File: src/rtl/core/skjc_pkg.sv
`default_nettype none
package skjc_pkg;

  localparam int unsigned AgeW   = 12;
  localparam int unsigned GapW   = 10;
  localparam int unsigned LevelW = 8;
  localparam int unsigned PulseW = 8;
  localparam int unsigned CfgIdxW  = 3;
  localparam int unsigned CfgDataW = 12;
  localparam int unsigned InDataW  = 32;
  localparam int unsigned OutDataW = 8;

  localparam logic [AgeW-1:0]   AgeMax      = {AgeW{1'b1}};
  localparam logic [GapW-1:0]   GapMax      = {GapW{1'b1}};
  localparam logic [LevelW-1:0] LevelWindow = 8'd10;
  localparam logic [GapW-1:0]   MinGapReset = 10'd200;
  localparam logic [AgeW-1:0]   ExpireReset = 12'd2000;

  typedef enum logic [1:0] {
    ActTick       = 2'd0,
    ActAdd        = 2'd1,
    ActAddForced  = 2'd2,
    ActUnused     = 2'd3
  } action_e;

  typedef enum logic [2:0] {
    StIdle     = 3'd0,
    StWaiting  = 3'd1,
    StAccepted = 3'd2,
    StRejected = 3'd3,
    StTooSoon  = 3'd4,
    StExpired  = 3'd5,
    StFiring   = 3'd6,
    StDone     = 3'd7
  } status_e;

  typedef enum logic [CfgIdxW-1:0] {
    RegMaxCharge   = 3'd0,
    RegAutoRecharge = 3'd1,
    RegMinGap      = 3'd2,
    RegExpire      = 3'd3,
    RegVoltTol     = 3'd4
  } reg_idx_e;

  typedef struct packed {
    logic [LevelW-1:0] max_charge_level;
    logic              auto_recharge;
    logic [GapW-1:0]   min_gap_ms;
    logic [AgeW-1:0]   expire_ms;
    logic [LevelW-1:0] voltage_tolerance;
  } cfg_t;

  typedef struct packed {
    status_e status;
    logic    booster_restart;
    logic    booster_inhibit;
    logic    move_permit;
    logic    release_res;
  } result_t;

endpackage
`default_nettype wire

File: src/rtl/core/solenoid_kick_job_controller.sv
// Each result beat is registered in the output register, or in the skid on a stall.
// One beat per cycle while the skid is empty; the job state updates once at acceptance.
// A two-entry output stage (register plus skid) keeps input flowing under short stalls.
// Reset (rst_ni low, asynchronous): job state cleared, output stage empty,
// registers return to max 0, auto recharge off, gap 200 ms, expiry 2000 ms, tolerance 0.
`default_nettype none
module solenoid_kick_job_controller (
  input  wire logic                          clk_i,
  input  wire logic                          rst_ni,
  input  wire logic                          cfg_we_i,
  input  wire logic [skjc_pkg::CfgIdxW-1:0]  cfg_idx_i,
  input  wire logic [skjc_pkg::CfgDataW-1:0] cfg_data_i,
  input  wire logic                          s_axis_tvalid,
  output logic                               s_axis_tready,
  // pulse_ms[7:0], force_level[15:8], cap_voltage[23:16], kick_safe[24],
  // booster_ready[25], aligned[26], rotor_locked[27], zero fill
  input  wire logic [skjc_pkg::InDataW-1:0]  s_axis_tdata,
  // action[1:0]
  input  wire logic [1:0]                    s_axis_tuser,
  output logic                               m_axis_tvalid,
  input  wire logic                          m_axis_tready,
  // release_res[0], move_permit[1], booster_inhibit[2], booster_restart[3],
  // status[6:4], zero fill
  output logic [skjc_pkg::OutDataW-1:0]      m_axis_tdata
);

  skjc_pkg::cfg_t    cfg;
  skjc_pkg::result_t res_new;
  skjc_pkg::result_t res_out;
  logic              in_ready;
  logic              fire;

  assign fire          = s_axis_tvalid && in_ready;
  assign s_axis_tready = in_ready;

  skjc_cfg u_cfg (
    .clk_i      (clk_i),
    .rst_ni     (rst_ni),
    .cfg_we_i   (cfg_we_i),
    .cfg_idx_i  (cfg_idx_i),
    .cfg_data_i (cfg_data_i),
    .cfg_o      (cfg)
  );

  skjc_core u_core (
    .clk_i           (clk_i),
    .rst_ni          (rst_ni),
    .cfg_i           (cfg),
    .fire_i          (fire),
    .action_i        (s_axis_tuser),
    .pulse_ms_i      (s_axis_tdata[7:0]),
    .force_level_i   (s_axis_tdata[15:8]),
    .cap_voltage_i   (s_axis_tdata[23:16]),
    .kick_safe_i     (s_axis_tdata[24]),
    .booster_ready_i (s_axis_tdata[25]),
    .aligned_i       (s_axis_tdata[26]),
    .rotor_locked_i  (s_axis_tdata[27]),
    .res_o           (res_new)
  );

  skjc_out u_out (
    .clk_i        (clk_i),
    .rst_ni       (rst_ni),
    .push_i       (fire),
    .res_i        (res_new),
    .ready_o      (in_ready),
    .valid_o      (m_axis_tvalid),
    .take_ready_i (m_axis_tready),
    .res_o        (res_out)
  );

  assign m_axis_tdata = {1'b0, res_out};

endmodule
`default_nettype wire

File: src/rtl/core/skjc_cfg.sv
`default_nettype none
module skjc_cfg (
  input  wire logic                          clk_i,
  input  wire logic                          rst_ni,
  input  wire logic                          cfg_we_i,
  input  wire logic [skjc_pkg::CfgIdxW-1:0]  cfg_idx_i,
  input  wire logic [skjc_pkg::CfgDataW-1:0] cfg_data_i,
  output skjc_pkg::cfg_t                     cfg_o
);

  skjc_pkg::cfg_t cfg_q, cfg_d;

  always_comb begin
    cfg_d = cfg_q;
    if (cfg_we_i) begin
      unique case (cfg_idx_i)
        skjc_pkg::RegMaxCharge:    cfg_d.max_charge_level  = cfg_data_i[7:0];
        skjc_pkg::RegAutoRecharge: cfg_d.auto_recharge     = cfg_data_i[0];
        skjc_pkg::RegMinGap:       cfg_d.min_gap_ms        = cfg_data_i[9:0];
        skjc_pkg::RegExpire:       cfg_d.expire_ms         = cfg_data_i[11:0];
        skjc_pkg::RegVoltTol:      cfg_d.voltage_tolerance = cfg_data_i[7:0];
        default:                   cfg_d = cfg_q;
      endcase
    end
  end

  always_ff @(posedge clk_i or negedge rst_ni) begin
    if (!rst_ni) begin
      cfg_q.max_charge_level  <= '0;
      cfg_q.auto_recharge     <= 1'b0;
      cfg_q.min_gap_ms        <= skjc_pkg::MinGapReset;
      cfg_q.expire_ms         <= skjc_pkg::ExpireReset;
      cfg_q.voltage_tolerance <= '0;
    end else begin
      cfg_q <= cfg_d;
    end
  end

  assign cfg_o = cfg_q;

endmodule
`default_nettype wire

File: src/rtl/core/skjc_core.sv
`default_nettype none
module skjc_core (
  input  wire logic                        clk_i,
  input  wire logic                        rst_ni,
  input  wire skjc_pkg::cfg_t              cfg_i,
  input  wire logic                        fire_i,
  input  wire logic [1:0]                  action_i,
  input  wire logic [skjc_pkg::PulseW-1:0] pulse_ms_i,
  input  wire logic [skjc_pkg::LevelW-1:0] force_level_i,
  input  wire logic [skjc_pkg::LevelW-1:0] cap_voltage_i,
  input  wire logic                        kick_safe_i,
  input  wire logic                        booster_ready_i,
  input  wire logic                        aligned_i,
  input  wire logic                        rotor_locked_i,
  output skjc_pkg::result_t                res_o
);

  logic                        pending_q, pending_d;
  logic [skjc_pkg::AgeW-1:0]   age_q, age_d;
  logic [skjc_pkg::GapW-1:0]   gap_q, gap_d;
  logic [skjc_pkg::PulseW-1:0] plen_q, plen_d;
  logic [skjc_pkg::LevelW-1:0] flev_q, flev_d;
  logic                        firing_q, firing_d;
  logic [skjc_pkg::PulseW-1:0] pleft_q, pleft_d;

  logic [skjc_pkg::AgeW-1:0]   age_inc;
  logic [skjc_pkg::GapW-1:0]   gap_inc;
  logic [skjc_pkg::PulseW-1:0] pleft_dec;
  logic [skjc_pkg::LevelW-1:0] vdiff;
  logic                        level_bad;
  logic                        drive;
  skjc_pkg::action_e           act;

  assign act       = skjc_pkg::action_e'(action_i);
  assign age_inc   = (age_q < skjc_pkg::AgeMax) ? age_q + 1'b1 : age_q;
  assign gap_inc   = (gap_q < skjc_pkg::GapMax) ? gap_q + 1'b1 : gap_q;
  assign pleft_dec = (pleft_q != '0) ? pleft_q - 1'b1 : pleft_q;
  assign vdiff     = (flev_q > cap_voltage_i) ? flev_q - cap_voltage_i
                                              : cap_voltage_i - flev_q;
  assign level_bad = (force_level_i > cfg_i.max_charge_level) ||
                     ((cfg_i.max_charge_level >= skjc_pkg::LevelWindow) &&
                      (force_level_i < cfg_i.max_charge_level - skjc_pkg::LevelWindow));

  always_comb begin
    pending_d = pending_q;
    age_d     = age_q;
    gap_d     = gap_q;
    plen_d    = plen_q;
    flev_d    = flev_q;
    firing_d  = firing_q;
    pleft_d   = pleft_q;
    drive     = 1'b0;
    res_o.booster_restart = 1'b0;
    res_o.status          = skjc_pkg::StIdle;

    if (act != skjc_pkg::ActTick) begin
      if (firing_q) begin
        drive        = 1'b1;
        res_o.status = skjc_pkg::StFiring;
      end else begin
        unique case (act)
          skjc_pkg::ActAdd: begin
            plen_d       = pulse_ms_i;
            age_d        = '0;
            pending_d    = 1'b1;
            res_o.status = skjc_pkg::StAccepted;
          end
          skjc_pkg::ActAddForced: begin
            if (level_bad) begin
              res_o.status = skjc_pkg::StRejected;
            end else begin
              plen_d       = pulse_ms_i;
              flev_d       = force_level_i;
              age_d        = '0;
              pending_d    = 1'b1;
              res_o.status = skjc_pkg::StAccepted;
            end
          end
          default: begin
            res_o.status = pending_q ? skjc_pkg::StWaiting : skjc_pkg::StIdle;
          end
        endcase
      end
    end else begin
      age_d = age_inc;
      gap_d = gap_inc;
      if (firing_q) begin
        pleft_d = pleft_dec;
        if (pleft_dec == '0) begin
          firing_d  = 1'b0;
          pending_d = 1'b0;
          gap_d     = '0;
          res_o.booster_restart = cfg_i.auto_recharge;
          res_o.status          = skjc_pkg::StDone;
        end else begin
          drive        = 1'b1;
          res_o.status = skjc_pkg::StFiring;
        end
      end else if (!pending_q) begin
        res_o.status = skjc_pkg::StIdle;
      end else if (!kick_safe_i) begin
        res_o.status = skjc_pkg::StWaiting;
      end else if (gap_inc < cfg_i.min_gap_ms) begin
        pending_d    = 1'b0;
        res_o.status = skjc_pkg::StTooSoon;
      end else if ((flev_q != '0) && (vdiff > cfg_i.voltage_tolerance)) begin
        res_o.status = skjc_pkg::StWaiting;
      end else begin
        flev_d = '0;
        if (age_inc > cfg_i.expire_ms) begin
          pending_d    = 1'b0;
          res_o.status = skjc_pkg::StExpired;
        end else if (!booster_ready_i || !aligned_i || !rotor_locked_i) begin
          res_o.status = skjc_pkg::StWaiting;
        end else if (plen_q == '0) begin
          pending_d = 1'b0;
          gap_d     = '0;
          pleft_d   = '0;
          res_o.booster_restart = cfg_i.auto_recharge;
          res_o.status          = skjc_pkg::StDone;
        end else begin
          firing_d     = 1'b1;
          pleft_d      = plen_q;
          drive        = 1'b1;
          res_o.status = skjc_pkg::StFiring;
        end
      end
    end

    res_o.release_res     = drive;
    res_o.booster_inhibit = drive;
    res_o.move_permit     = !drive;
  end

  always_ff @(posedge clk_i or negedge rst_ni) begin
    if (!rst_ni) begin
      pending_q <= 1'b0;
      age_q     <= '0;
      gap_q     <= '0;
      plen_q    <= '0;
      flev_q    <= '0;
      firing_q  <= 1'b0;
      pleft_q   <= '0;
    end else if (fire_i) begin
      pending_q <= pending_d;
      age_q     <= age_d;
      gap_q     <= gap_d;
      plen_q    <= plen_d;
      flev_q    <= flev_d;
      firing_q  <= firing_d;
      pleft_q   <= pleft_d;
    end
  end

`ifndef SYNTH
  a_fire_left: assert property (@(posedge clk_i) disable iff (!rst_ni)
    firing_q |-> (pleft_q != '0))
    else $error("firing with no pulse left");
  a_fire_pend: assert property (@(posedge clk_i) disable iff (!rst_ni)
    firing_q |-> pending_q)
    else $error("firing without a pending job");
`endif

endmodule
`default_nettype wire

File: src/rtl/core/skjc_out.sv
`default_nettype none
module skjc_out (
  input  wire logic              clk_i,
  input  wire logic              rst_ni,
  input  wire logic              push_i,
  input  wire skjc_pkg::result_t res_i,
  output logic                   ready_o,
  output logic                   valid_o,
  input  wire logic              take_ready_i,
  output skjc_pkg::result_t      res_o
);

  logic              out_valid_q, out_valid_d;
  logic              skid_valid_q, skid_valid_d;
  skjc_pkg::result_t out_q, out_d;
  skjc_pkg::result_t skid_q, skid_d;
  logic              drain;

  assign drain   = !out_valid_q || take_ready_i;
  assign ready_o = !skid_valid_q;
  assign valid_o = out_valid_q;
  assign res_o   = out_q;

  always_comb begin
    out_valid_d  = out_valid_q;
    skid_valid_d = skid_valid_q;
    out_d        = out_q;
    skid_d       = skid_q;
    if (drain) begin
      if (skid_valid_q) begin
        out_d        = skid_q;
        out_valid_d  = 1'b1;
        skid_valid_d = push_i;
        skid_d       = res_i;
      end else begin
        out_valid_d = push_i;
        out_d       = res_i;
      end
    end else if (push_i) begin
      skid_valid_d = 1'b1;
      skid_d       = res_i;
    end
  end

  always_ff @(posedge clk_i or negedge rst_ni) begin
    if (!rst_ni) begin
      out_valid_q  <= 1'b0;
      skid_valid_q <= 1'b0;
    end else begin
      out_valid_q  <= out_valid_d;
      skid_valid_q <= skid_valid_d;
    end
  end

  always_ff @(posedge clk_i) begin
    out_q  <= out_d;
    skid_q <= skid_d;
  end

`ifndef SYNTH
  a_skid_order: assert property (@(posedge clk_i) disable iff (!rst_ni)
    skid_valid_q |-> out_valid_q)
    else $error("skid beat held with empty output stage");
  a_hold_beat: assert property (@(posedge clk_i) disable iff (!rst_ni)
    (out_valid_q && !take_ready_i) |=> (out_valid_q && $stable(out_q)))
    else $error("stalled output beat changed");
`endif

endmodule
`default_nettype wire
File: config.mk
export PLATFORM = sky130hd
export DESIGN_NAME = solenoid_kick_job_controller
export DESIGN_NICKNAME = d
export VERILOG_FILES = /design/src/rtl/core/skjc_pkg.sv /design/src/rtl/core/solenoid_kick_job_controller.sv /design/src/rtl/core/skjc_cfg.sv /design/src/rtl/core/skjc_core.sv /design/src/rtl/core/skjc_out.sv
export SDC_FILE = /design/constraint.sdc
export NUM_CORES = 1
export LEC_CHECK = 0
export BUFFER_PORTS_ARGS = -buffer_cell sky130_fd_sc_hd__clkbuf_2
export CORE_ASPECT_RATIO = 1.4
export CORE_MARGIN = 2
export CORE_UTILIZATION = 60
export CTS_CLUSTER_DIAMETER = 60
export DETAILED_ROUTE_END_ITERATION = 7
export GPL_TIMING_DRIVEN = 0
export PLACE_DENSITY = 0.8
export SKIP_LAST_GASP = 1
export SYNTH_ARGS = -nofsm -noshare
export SYNTH_HDL_FRONTEND = slang
export SYNTH_SLANG_ARGS = --single-unit
File: constraint.sdc
create_clock -name clk_i -period 7.6 [get_ports clk_i]
set_input_delay 0.38 -clock clk_i [delete_from_list [all_inputs] [get_ports clk_i]]
set_output_delay 0.38 -clock clk_i [all_outputs]
set_load 0.005 [all_outputs]
==> summary.md <==
| Metric | Value |
|---|---|
| Status | completed |
| Seq/Total Area, Yosys | 0.369 |
| Worst Path Required | 7.70 ns |
| Net count, final | 960 |
| Avg Cell Area, Syn | 9.20 µm² |
| Clock-pin slew on the worst setup and hold paths | 0.07 ns |
| Critical Path Sink Type | register |
| CTS Root Cell | clkbuf_16 |
| Vias per cell | 6.20 |
| P_leak | 3.56 nW |
| Initial antenna violation count | 0 |
| WP data arrival | 5.19 ns |
| Met2 Wirelength | 9040 µm |
| Setup Viol. Count Final | 0 |
| Number of synthesized flops with an enable pin | 12 |
| Post-layout util | 0.686 |
| Top cells by count, synth | 80 x dfrtp_1, 76 x inv_1, 71 x nand2_1 |
| Worst setup SP type | register |
| Tmin final | 5.09 ns |
| M1 WL | 7160 µm |
| Post-detailed-route count of antenna-violating nets | 0 |
| RSZ-0062 raised after global routing | no |
| Buffers on Ports | 58 |
| Drc violations | 0 |
| Post-CTS resize count | 0 |
| FF+latch count, synth | 101 |
| # placed instances | 969 |
| Setup TNS | 0 ns |
| Post-CTS Setup Inserts | 0 |
| Post-route cell area | 7820 µm² |
| Total clock sinks | 101 |
| Mapped Cells | 766 |
| N_diodes | 0 |
| Area Overhead vs Synth | 11.0% |
| Place WS | 2.50 ns |
| Ys async rst share | 0.881 |
| Hold Crit Class | in2async |
| Dpl hpwl | 13,500 µm |
| CTS tree | yes |
| Final Cycle Share | 0.669 |
| Worst slew pin tran | 0.865 ns |
| VDD IR max | 0.195 mV |
| Detailed-router iteration count before antenna repair | 5 |
| Biggest area consumer among synthesized cells | dfrtp_1 |
| Synth Flop Type | dfrtp_1 |
| Synth top area cells | dfrtp_1 28%, ha_1 12%, edfxtp_1 5.1% |
| # fillers | 934 |
| Slew headroom | 0.417 |
| Setup CP Type | reg2reg |
| Hold_buf cts | 0 |
| Non-Filler Instances | 985 |
| Hold WS | 0.0100 ns |
| Reg area | 2600 µm² |
| Syn Nets | 890 |
| Iter 0 DRT Violations | 307 |
| Max Used Layer | met4 |
| Overall power | 2.01 mW |
| GPL Wtd Cong | 0.907 |
| F_max | 0.197 GHz |
| IO Pins | 64 |
| Final count of hold timing violations | 0 |
| First-pass GRT wire length | 28,900 µm |
| Area of the multi-input gates | 4010 µm² |
| Most frequent cell after synthesis | dfrtp_1 |
| Largest net degree at the start of global routing | 59 |
| Initial Utilization | 0.618 |
| DIE WIDTH | 95.6 µm |
| MaxCap Viol Count | 0 |
| Core footprint | 11,400 µm² |
| CTS H-Tree Depth | 3 |
| Ys Warns | 0 |
| Vert. Die Dim | 132 µm |
| WL met3 | 759 µm |
| Synth unique cells | 73 |
| PwrDens | 256 nW/µm² |
| Post-synth top area share | 0.284 |
| Total global routing overflow | 0 |
| Synthesized area | 7050 µm² |
| Clock buffer depth | 2 |
| CP Max Fanout | 9 |
| Post-route setup slack | 2.51 ns |
| Clock Skew | 0.00999 ns |
| Gr usage total | 0.288 |
| Full die area | 12,600 µm² |
| WL final | 17,400 µm |
| Placed cell area | 7550 µm² |
| Share of layout cells above drive strength 1 | 0.156 |
| Number of global-route vias before repair | 6,033 |
| Wire length per cell | 17.7 µm |
| # rows | 46 |
| Final Slew Violations | 0 |
| Via count | 6,105 |
| Worst skew pair latency | 0.35 ns |
| TritonCTS buffer count | 9 |
-- cell usage in the layout (no fill, tap or decap), drive strengths merged, types with 5 or more instances in the layout --
cell type / synthesis / routed
a21o: 6 / 6
a21oi: 40 / 40
nand2b: 7 / 7
ha: 68 / 68
buf: 11 / 12
nor2: 39 / 39
inv: 76 / 76
mux2i: 7 / 7
edfxtp: 12 / 12
dfrtp: 80 / 80
o31ai: 5 / 5
or3: 6 / 6
nor3: 21 / 21
nand4: 12 / 12
and2: 5 / 5
nor3b: 5 / 5
dfstp: 9 / 9
xor2: 6 / 6
and3: 9 / 9
nand2: 71 / 71
a31oi: 9 / 9
mux2: 26 / 26
a22o: 16 / 16
clkbuf: 17 / 89
nand3: 31 / 31
o21ai: 60 / 60
nor4: 8 / 8
xnor2: 17 / 17
o21a: 12 / 12
nor2b: 12 / 12
o211ai: 5 / 5
-- area by class of cell --
type                            count  share of cell area
Tap cell                          144              0.0230
Multi-Input combinational cell    560               0.513
Buffer                             28              0.0184
Clock inverter                      2             0.00128
Sequential cell                   101               0.332
Clock buffer                       14              0.0338
Timing Repair Buffer               59              0.0410
Inverter                           77              0.0370
-- registers in the layout (all words and copies together) (netlist names) --
name	cells
u_cfg.cfg_o	39
u_core.age_q	12
u_core.firing_q	1
u_core.flev_q	8
u_core.gap_q	10
u_core.pending_q	1
u_core.pleft_q	8
u_core.plen_q	8
u_out.res_o	6
u_out.skid_q	6
u_out.skid_valid_q	1
u_out.valid_o	1
-- cell families (layout without fill, tap and decap cells) --
family                   Yosys count  in the layout  synth area share
other                              1              1          0.000532
flip-flops                       101            101             0.369
XOR/XNOR                          23             23            0.0286
buffers and inverters            105            180            0.0614
adder cells (fa/ha/maj)           70             70             0.126
multiplexers                      33             33            0.0515
AO/OA/AOI/OAI                    196            196             0.188
AND/OR/NAND/NOR                  237            237             0.174
-- final timing paths --
check	slack [ns]	from	cells past startpoint	endpoint
hold / removal	0.01	rst_ni	1	u_core.age_q[8]
min in group clk_i	0.25	s_axis_tdata[0]	3	u_core.plen_q[0]
setup reg to reg	2.51	u_core.flev_q[5]	18	u_out.res_o[5]
max in group asynchronous	6.90	rst_ni	2	u_cfg.cfg_o[18]
setup / recovery	2.51	u_core.flev_q[5]	18	u_out.res_o[5]
hold reg to reg	0.51	u_cfg.cfg_o[26]	2	u_cfg.cfg_o[26]
-- where the power goes --
part	switching, mW	internal [mW]	leakage, nW	total (mW)
logic	0.473	0.363	2.21	0.836
clock network	0.197	0.240	0.137	0.436
registers	0.0817	0.651	1.22	0.733
-- routing by layer --
| layer | vias up | GRT usage |
|---|---|---|
| li1 | 2901 | - |
| met1 | 2981 | 0.360 |
| met2 | 192 | 0.500 |
| met3 | 31 | 0.0435 |
| met4 | 0 | 0.0984 |
| met5 | - | 0 |
-- critical path, cell delays in order (launching register included) --
cell,delay (ns)
dfrtp_1,0.42
ha_1,0.30
clkbuf_1,0.31
nand2_1,0.15
o32ai_1,0.42
a31oi_2,0.20
mux2i_1,0.33
a2bb2oi_1,0.24
a21oi_1,0.13
xor2_1,0.16
ha_1,0.30
nand2_1,0.05
o21a_1,0.19
a221oi_1,0.32
o21ai_0,0.29
and4_1,0.29
buf_6,0.15
a211o_1,0.32
mux2_2,0.27
Power figures use the tool's default switching activity.
